<file path="config.mk">
export PLATFORM = sky130hd
export DESIGN_NAME = tlpm_ram
export DESIGN_NICKNAME = d
export VERILOG_FILES = /design/src/rtl/tlpm_ram.sv
export SDC_FILE = /design/constraint.sdc
export NUM_CORES = 1
export LEC_CHECK = 0
export BUFFER_PORTS_ARGS = -buffer_cell sky130_fd_sc_hd__buf_2
export CAP_MARGIN = 0
export CORE_ASPECT_RATIO = 0.7
export CORE_MARGIN = 1
export CORE_UTILIZATION = 52
export CTS_CLUSTER_DIAMETER = 150
export DETAILED_ROUTE_END_ITERATION = 7
export PLACE_DENSITY = 0.69
export SLEW_MARGIN = 20
export SYNTH_ARGS = -nofsm -noshare
export SYNTH_HDL_FRONTEND = slang
export SYNTH_SLANG_ARGS = --single-unit
</file>
<file path="constraint.sdc">
create_clock -name clock -period 5 [get_ports clock]
set_input_delay 0.75 -clock clock [delete_from_list [all_inputs] [get_ports clock]]
set_output_delay 0.75 -clock clock [all_outputs]
set_load 0.02 [all_outputs]
</file>
<file path="src/rtl/tlpm_ram.sv">
`default_nettype none
module tlpm_ram #(
   parameter int WIDTH = 8,
   parameter int DEPTH = 16
) (
   input  wire                      clock,
   input  wire                      wr_en,
   input  wire  [$clog2(DEPTH)-1:0] wr_addr,
   input  wire  [WIDTH-1:0]         wr_data,
   input  wire                      rd_en,
   input  wire  [$clog2(DEPTH)-1:0] rd_addr,
   output logic [WIDTH-1:0]         rd_data
);

   logic [WIDTH-1:0] mem_ff [DEPTH];

   always_ff @(posedge clock) begin
      if (wr_en) begin
         mem_ff[wr_addr] <= wr_data;
      end
      if (rd_en) begin
         rd_data <= mem_ff[rd_addr];
      end
   end

endmodule
`default_nettype wire

</file>
# After elaboration in Yosys (flattened, before gate mapping)
# Memories as Yosys holds them, arrays and structs flattened. A register that Yosys moved wholly into a read port is not among the register bits.
# Index checks and enable logic that the tools add are counted.
[word_totals] ff_bits=0 latchBits=0 mem_bits_rw=128 romBits=0 input_bits=19 out_inout_bits=8 word_cells=3 mem_count=1
[op_classes] n_addsub=0 n_mul=0 div=0 order_cmp=0 eq_ne=0 shift=0 muxes=2 n_bitwise=0 n_reduce_logical=0
[memory_table] memory="mem_ff" words=16 width=8 rd=1 rd_ports_with_merged_regs=1 wr=1 line="15" source="logic [WIDTH-1:0] mem_ff [DEPTH];"
[ops] operator="$mux 1" count=2

# Logic depth before layout (Yosys ltp)
[depth] ltp_word=2 mapped_depth=5 mapped_depth_nobuf=3

# Worst setup path after synthesis
# OpenSTA, ideal clock, no wires.
[synth_timing] kind="input to register" from="input port wr_addr[2]" to="memory mem_ff[0][0] (enable)" setup_time_ps=383 arrival_time_ps=1860 required_ps=4617 path_slack_ps=2757 stages=2 path_buffers=0 cell_sequence="or3b_2 nor3_1"
[synth_lines] item="from (decl)" line="8" source="input wire [$clog2(DEPTH)-1:0] wr_addr,"
[synth_lines] item="to (decl)" line="15"
# Straight into the memory's write port.

==> flow_summary_export.csv <==
group,metric,value,unit
setup_path,cp-start-kind,"primary input",
placed_design,gp_congestion,0.742,
drt,wl_per_cell,24.2,um
setup_path,crit_chain,"buf_2, mux4_1, a22oi_1, nand2_1",
hold_path,holdCritPathClass,"in -> reg",
grt,overflow,0,
logic_synthesis,ys_seq_area_share,78.1,%
clocking,post_cts_resized,0,
setup_path,slowest_stage,"buf_2",
drt,final_antenna_net_count,0,
sta,finalSetupViolations,0,
final_layout,finalCoreUtilization,62.4,%
logic_synthesis,synth_edf_count,136,
sta,clock_skew,0.00502,ns
logic_synthesis,synthTopCellsByCount,"edfxtp_1, mux4_2, a22oi_1",
job,max_cap_violations,0,
final_layout,final_layout_size_suffix_gt1_share,27.5,%
grt,grtUsageMet2,30.5,%
drt,vias_per_cell,5.90,
grt,grt_pass1_wl,14900,um
grt,grt-busiest-layer,"met1",
grt,antenna_found_initial,0,
setup_path,cp.required,5.15,ns
pwr,powerDensity,442,nW/um^2
clocking,clk_latency,0.41,ns
drt,vias,2408,
logic_synthesis,synthesis.nets,248,
grt,grtUsageMet3,6.45,%
grt,use_met1,31.4,%
sta,relSlewSlack,30.7,%
final_layout,nNetsFinal,286,
logic_synthesis,synth.cell_area,5230,sq um
pwr,p_total,2.68,mW
sta,drv_slew,0,
logic_synthesis,synth_most_common_cell,"edfxtp_1",
floorplan,die_h,85.9,um
clocking,cts.path.max_buffers,2,
drt,drt_iter0_drc,213,
logic_synthesis,synthTopCellsByArea,"edfxtp_1, mux4_2, mux4_1",
clocking,cts.sinks,136,
floorplan,start_util,53.8,%
floorplan,num_rows,30,
sta,max_freq,0.409,GHz
setup_path,cp-startpoint,"rd_addr[0]",
logic_synthesis,ys_ff_latch,136,
sta,hold_viol,0,
clocking,cts_tree,"done",
floorplan,dieWidth,122,um
setup_path,critPathKind,"in -> reg",
clocking,cts_buffers,17,
final_layout,stdcell_count,408,
final_layout,fill_cells,645,
sta,finalCritPeriodShare,48.9,%
setup_path,crit_fanout,32,
sta,rsz0062_at_grt,"no",
logic_synthesis,yosys_warnings,0,
setup_path,worstReg2RegStart,"mem_ff[1][0]",
clocking,root_buffer,"clkbuf_16",
setup_path,critPathArrivalTime,2.60,ns
sta,holdWs,0.721,ns
logic_synthesis,yosysTopAreaCellShare,78.1,%
drt,dr.pass1.iters,4,
sta,fin_crit,2.44,ns
logic_synthesis,ys_async_sr_fraction,0,%
final_layout,antenna_cells,0,
floorplan,die-area,10500,sq um
logic_synthesis,synth_cell_types,18,
sta,finalSetupTns,0,ns
logic_synthesis,synth_cells,229,
clocking,holdBufCountCts,0,
setup_path,critical_path.top_delay_family,"buffers and inverters",
logic_synthesis,synthFlopType,"edfxtp_1",
placed_design,dp.final_hpwl,6060,um
pwr,leakage,2.01,nW
clocking,ctsHtreeMaxLevel,4,
setup_path,critical-path-max-stage-delay,0.77,ns
setup_path,cp-end-kind,"register",
placed_design,place_inst,376,
pwr,irDropWorstVdd,0.000369,V
floorplan,num_io_pins,27,
run_status,status,"finished, final reports clean",
drt,routed_wl,9860,um
sta,worstMarginPinSlew,1.04,ns
logic_synthesis,syn_avg_cell_area,22.8,sq um
logic_synthesis,yosys.area.top_type,"edfxtp_1",
grt,grt_max_degree,33,
floorplan,coreArea,9720,sq um
setup_path,worst-path-buf-inv,1,
grt,grtUsageTotal,21.5,%
final_layout,area_delta_synth_final,16.1,%
grt,grt_pass1_vias,2442,
clocking,clkTransAtPathRegs,0.06,ns
drt,drc,0,
placed_design,port_buffers,26,
hold_path,hold_path.startpoint,"wr_data[4]",
clocking,cts_setup_buffers,0,
-- power by group --
| group | switching [mW] | internal, mW | leakage, nW |
|---|---|---|---|
| Clock | 0.449 | 0.824 | 0.285 |
| Sequential | 0.00751 | 1.29 | 1.24 |
| Combinational | 0.0705 | 0.0447 | 0.490 |
-- layout make-up --
class	count	area, sq um	area share, %
timing repair buffer	29	153	2.52
tap	128	160	2.64
clock inverter	15	184	3.03
clock buffer	17	425	7.01
sequential	136	4080	67.3
multi-input combinational	83	1060	17.5
-- sequential cells by signal, summed over array words and instances (netlist names) --
| signal | cells |
|---|---|
| rd_data | 8 |
| mem_ff | 128 |
-- logic make-up (layout without fill, tap and decap cells) --
logic type,after synthesis,count (layout),share of synthesized area [%]
DFF,136,136,78.1
AOI/OAI and AO/OA,16,16,2.30
muxes,32,32,14.8
and+or+nand+nor,35,35,3.14
buffers and inverters,10,61,1.65
-- per-stage QoR --
step | cell area, sq um | worst slack [ns]
6_report | 6070 | 2.56
3_5_place_dp | 5460 | 2.03
2_1_floorplan | 5230 | 2.76
5_1_grt | 6070 | 2.41
4_1_cts | 6070 | 2.47
3_3_place_gp | 5460 | 2.07
-- per-layer routing --
layer / part of all wire (%) / vias up / wire, um
li1: - / 1058 / -
met1: 45 / 1239 / 4390
met2: 46 / 102 / 4540
met3: 8.6 / 9 / 843
met4: 0.82 / 0 / 81
met5: 0 / - / 0
-- final timing paths --
| kind | end | slack (ns) | depth (start not counted) |
|---|---|---|---|
| setup / recovery | rd_data[0] | 2.56 | 4 |
| hold / removal | mem_ff[7][4] | 0.72 | 1 |
| setup reg to reg | rd_data[0] | 3.46 | 3 |
| hold reg to reg | rd_data[7] | 0.76 | 3 |
-- cells in the final DEF (no fill, tap or decap), drive strengths merged, types with 2 or more instances in the layout --
master | synthesis | routed
bufinv | 0 | 4
nand2 | 9 | 9
clkinv | 0 | 7
clkinvlp | 0 | 4
edfxtp | 136 | 136
buf | 7 | 29
nand2b | 2 | 2
nor2 | 13 | 13
clkbuf | 0 | 17
a22oi | 16 | 16
nand3b | 2 | 2
nor3 | 4 | 4
mux4 | 32 | 32
Note: power is estimated with default switching activity, not from simulation.
