==> config.mk <==
export PLATFORM = sky130hd
export DESIGN_NAME = tlpm_alu
export DESIGN_NICKNAME = d
export VERILOG_FILES = /design/src/rtl/tlpm_pkg.sv /design/src/rtl/tlpm_alu.sv
export SDC_FILE = /design/constraint.sdc
export NUM_CORES = 1
export LEC_CHECK = 0
export BUFFER_PORTS_ARGS = -buffer_cell sky130_fd_sc_hd__buf_2
export CAP_MARGIN = 40
export CORE_MARGIN = 2
export CORE_UTILIZATION = 49
export DETAILED_ROUTE_END_ITERATION = 6
export PLACE_DENSITY_LB_ADDON = 0.3
export SYNTH_ARGS = -nofsm -noshare
export SYNTH_HDL_FRONTEND = slang
export SYNTH_SLANG_ARGS = --single-unit
==> constraint.sdc <==
create_clock -name vclk -period 3
set_input_delay 0.3 -clock vclk [all_inputs]
set_output_delay 0.3 -clock vclk [all_outputs]
set_load 0.005 [all_outputs]
==> src/rtl/tlpm_pkg.sv <==
`default_nettype none
package tlpm_pkg;

   localparam int OFFSET_WIDTH          = 12;
   localparam int PAGE_INDEX_WIDTH      = 8;
   localparam int DIRECTORY_INDEX_WIDTH = 4;
   localparam int CLIENT_COUNT          = 16;

   localparam int ADDR_W   = 32;
   localparam int CID_W    = 4;
   localparam int REGION_W = 25;
   localparam int STATUS_W = 2;
   localparam int INDEX_W  = 24;
   localparam int ENTRY_W  = CID_W + 1;

   localparam int TOTAL_W     = DIRECTORY_INDEX_WIDTH + PAGE_INDEX_WIDTH;
   localparam int TOTAL_PAGES = 1 << TOTAL_W;
   localparam int DIR_COUNT   = 1 << DIRECTORY_INDEX_WIDTH;
   localparam int CLIENT_IDX_W = $clog2(CLIENT_COUNT);

   localparam int SPAN_W     = OFFSET_WIDTH + TOTAL_W;
   localparam int ADDR_EXT_W = (SPAN_W > ADDR_W) ? SPAN_W : ADDR_W;

   localparam int ALU_W = REGION_W + 1;
   localparam int CNT_W = ALU_W - OFFSET_WIDTH;

   localparam logic [ALU_W-1:0] PAGE_ROUND = ALU_W'((64'd1 << OFFSET_WIDTH) - 64'd1);

   localparam int REQ_DATA_W = ((ADDR_W + CID_W + REGION_W + 7) / 8) * 8;
   localparam int RSP_DATA_W = ((CID_W + INDEX_W + 7) / 8) * 8;

   localparam logic [STATUS_W-1:0] ST_OK      = 2'd0;
   localparam logic [STATUS_W-1:0] ST_NO_DIR  = 2'd1;
   localparam logic [STATUS_W-1:0] ST_UNMAPPED = 2'd2;
   localparam logic [STATUS_W-1:0] ST_OVERRUN = 2'd3;

   localparam logic FUNC_MAP       = 1'b0;
   localparam logic FUNC_TRANSLATE = 1'b1;

   typedef struct packed {
      logic [ALU_W-1:0] a;
      logic [ALU_W-1:0] b;
      logic             cin;
   } alu_op_type;

endpackage
`default_nettype wire

==> src/rtl/tlpm_alu.sv <==
`default_nettype none
module tlpm_alu (
   input  wire  tlpm_pkg::alu_op_type     op,
   output logic [tlpm_pkg::ALU_W-1:0]     sum
);

   assign sum = op.a + op.b + tlpm_pkg::ALU_W'(op.cin);

endmodule
`default_nettype wire
# --- Word-level counts from Yosys, hierarchy flattened ---
# Cells that the tools add are included.
word_totals:
  register_bits: 0
  latchBits: 0
  ramBits: 0
  romBits: 0
  in_bits: 53
  output_inout_bits: 26
  word_cells: 2
  n_memories: 0
classes:
  add_sub_neg: 2
  mul: 0
  div_mod_pow: 0
  order_cmp: 0
  n_eq_ne: 0
  shifts: 0
  muxes: 0
  bitwise_logic: 0
  reduce_logical: 0
op_table:
  columns: ["op", "count"]
  rows:
  - ["$add 26x1->26", 1]
  - ["$add 26x26->26", 1]

# --- Depth between registers and ports, before layout ---
logic_depth:
  ltp_word: 2
  mapped_depth: 9

# --- Least setup slack after synthesis ---
# Ideal clock, no wire load.
synth_timing:
  kind: "input port to output port"
  start: "input op[0] in the netlist's numbering"
  end: "output sum[24] in the netlist's numbering"
  arrival_ns: 2.402
  setup_slack_ns: 0.298
  stages: 9
  path_buffers: 0
  cell_sequence: "inv_1 > fa_1 > fa_1 > nor2b_2 > o2111ai_2 > a21oi_2 > o31ai_1 > a2111o_1 > a221oi_2"
synth_between:
  elab_chain_cells: 1
synth_lines:
  columns: ["element", "line", "text"]
  rows:
  - ["start: declaration", "tlpm_alu.sv:3", "input wire tlpm_pkg::alu_op_type op,"]
  - ["$add 26x1->26", "tlpm_alu.sv:7", "assign sum = op.a + op.b + tlpm_pkg::ALU_W'(op.cin);"]
  - ["end: declaration", "tlpm_alu.sv:4", "output logic [tlpm_pkg::ALU_W-1:0] sum"]
# No other way between the ends.

# --- Worst setup path after layout ---
layout_timing:
  start: "input op[27] in the netlist's numbering"
  end: "output sum[24] in the netlist's numbering"
layout_between:
  elab_chain_cells: 2
layout_lines:
  columns: ["element", "line"]
  rows:
  - ["$add 26x26->26", "tlpm_alu.sv:7"]
  - ["$add 26x1->26", "tlpm_alu.sv:7"]
# No other way between the ends.

==> summary.txt <==
Timing
  – Final setup violation count: 0
  – Tightest Pin Transition: 0.567 ns
  – Max_slew headroom: 0.617
  – Post-layout minimum cycle time: 2.88 ns
  – Fin crit share: 0.960
  – Peak Freq: 347 MHz
  – Min Hold Slack: 1.05 ns
  – Final hold vios: 0
  – Fin. max-slew vios: 0

Pwr
  – PD cells: 227 mW/mm²
  – Peak supply drop: 0.104 mV
  – P_leak: 0.00103 µW

Setup path
  – Slowest CP cell: fa_2
  – CP Class: input port to primary output
  – Setup crit end kind: primary output
  – Worst Setup Start Kind: input port
  – CP Data Arrival Time: 2.58 ns
  – CP max FO: 2
  – Slowest stage delay, CP: 0.42 ns
  – Buffers and inverters on the worst path: 3
  – Crit-path cells: buf_2 > inv_1 > fa_2 > fa_2 > nor2b_4 > o2111ai_2 > a21oi_2 > o31ai_2 > a2111o_1 > a221oi_2 > buf_2
  – Worst Path Required: 2.70 ns
  – CP delay by family, top: compound AO/OA/AOI/OAI gates

Detailed routing
  – WL/cell: 11.5 µm
  – DR pass1 iterations: 4
  – ANT nets after route: 0
  – Routed WL: 3.71 mm
  – DRC Markers: 0
  – DR iter-0 viols: 49
  – Via count: 1853
  – DR vias/cell: 5.72

Layout
  – Final net count: 372
  – Final core occ: 0.671
  – Commonest cells after routing, fill and taps aside: 79 x buf_2, 24 x ha_1, 21 x a21oi_1
  – Num sequential: 0
  – Ant diodes: 0
  – Register area: 0 µm²
  – Commonest non-fill, non-tap cell in the layout: buf_2
  – Area grow syn2layout: 32.9%
  – Share of cells above drive strength 1: 0.364
  – Layout clock buffers: 0
  – Filler-free cell count of the finished design: 324

Global routing
  – GR Util All Layers: 0.201
  – Antenna violations before repair: 0
  – Largest net degree at the start of global routing: 12
  – Vias in the first global route: 1563
  – Grt ovf: 0
  – First-pass GRT wire length: 6.04 mm

Logic synthesis
  – Main combinational cell family by area after synthesis: compound AO/OA/AOI/OAI gates
  – Post-Syn Nets: 289
  – Syn Area/Cell: 7.22 µm²
  – Synth Area in XOR/XNOR: 0.104
  – Share of the synthesized area in the top cell type: 0.198
  – Synth Warn #: 0
  – Synth Area in Simple Gates: 0.237
  – Top cells by area, synth: ha_1 20%, xnor2_1 8.1%, a21oi_1 6.9%
  – Sequential area share after synthesis: 0
  – Cell taking the most area after synthesis: ha_1
  – Synth Area in Compound Gates: 0.375
  – Post-Synthesis Cell Area: 0.00152 mm²
  – Unique masters post-synth: 60
  – Adder-Cell Fraction of Synth Area: 0.225
  – Syn Inst Count: 210
  – Mux cell area share after synthesis: 0.00743

Floorplan
  – Die area: 0.00355 mm²
  – CORE AREA: 0.00300 mm²
  – Number of core rows: 20
  – # IOs: 79
  – Die width: 59.6 µm
  – Starting Density: 0.505
  – Height of the chip: 59.6 µm

Placed design
  – DP HPWL: 3.19 mm
  – Placed cells: 321
  – # port buffers: 79
  – RePlAce Congestion: 0.861

Worst hold path
  – Worst hold path type: input port to primary output

Run
  – Max Cap Violations: 0

Run status
  – Status: finished clean
-- per-stage QoR --
stage / area, µm² / TNS, ns / worst slack, ns / power [µW]
2_1_floorplan: 1520 / 0 / 0.298 / 294
3_3_place_gp: 1960 / 0 / 0.0396 / 441
3_5_place_dp: 1960 / 0 / 0.0142 / 445
4_1_cts: 1960 / 0 / 0.00374 / 448
5_1_grt: 2010 / -0.000866 / -0.000866 / 511
6_report: 2010 / 0 / 0.120 / 458
-- synth_stat cells (2+ instances only) --
master     number
nor2b_1         5
o21a_1          2
ha_1           24
nor4_1          3
a21o_1          7
inv_1          15
xor2_1          4
o21ai_1         3
nand4_1         2
nand3_1         7
and3_1          3
clkbuf_1        2
fa_1            2
xnor2_1        14
nor3_1          5
o2111ai_2       2
o21bai_1        2
and2_1          2
buf_2           3
nand2_1        17
a221oi_1        2
a21oi_1        21
o31ai_2         2
o211ai_1        2
nand2b_1        2
nor2_1         16
o21ai_0         7
o311a_1         2
-- worst min-delay path: cells and delay by family --
family     cells  cell delay [ns]
buf+inv        2             0.20
fa+ha+maj      1             0.18
xor+xnor       1             0.07
-- per-layer routing --
layer	up-vias	track usage	routed length (µm)
met5	-	0	0
met4	0	0.0127	31
met3	4	0.00873	241
met2	61	0.381	1810
met1	826	0.260	1630
li1	962	-	-
-- area by class of cell --
cell class | instances | area [µm²]
tap | 33 | 41.3
inverter | 15 | 56.3
fill | 278 | 988
multi-input combinational | 190 | 1470
timing repair buffer | 86 | 448
-- kinds of logic (layout without fill, tap and decap cells) --
family / after synthesis / in the layout
xor+xnor: 18 / 18
simple gates: 70 / 70
buf+inv: 20 / 101
mux: 1 / 1
compound gates: 75 / 75
fa+ha+maj: 26 / 26
-- worst paths after layout --
path / depth (start not counted) / startpoint / to / slack (ns)
worst max-delay path: 11 / op[27] / sum[24] / 0.12
worst min-delay path: 4 / op[29] / sum[2] / 1.05
-- where the power goes --
group	leakage, µW	internal (µW)	total, µW	switching [µW]
logic	0.00103	224	458	234
clock network	0	0	0	0
registers	0	0	0	0
total	0.00103	224	458	234
-- repair_timing --
action                                  4_1_cts  5_1_grt
endpoints found under the setup margin        0        5
setup buffers                                 0        3
resized for setup                             0        7
hold buffers                                  0        0
No activity file was read; power rests on OpenSTA's default activity.
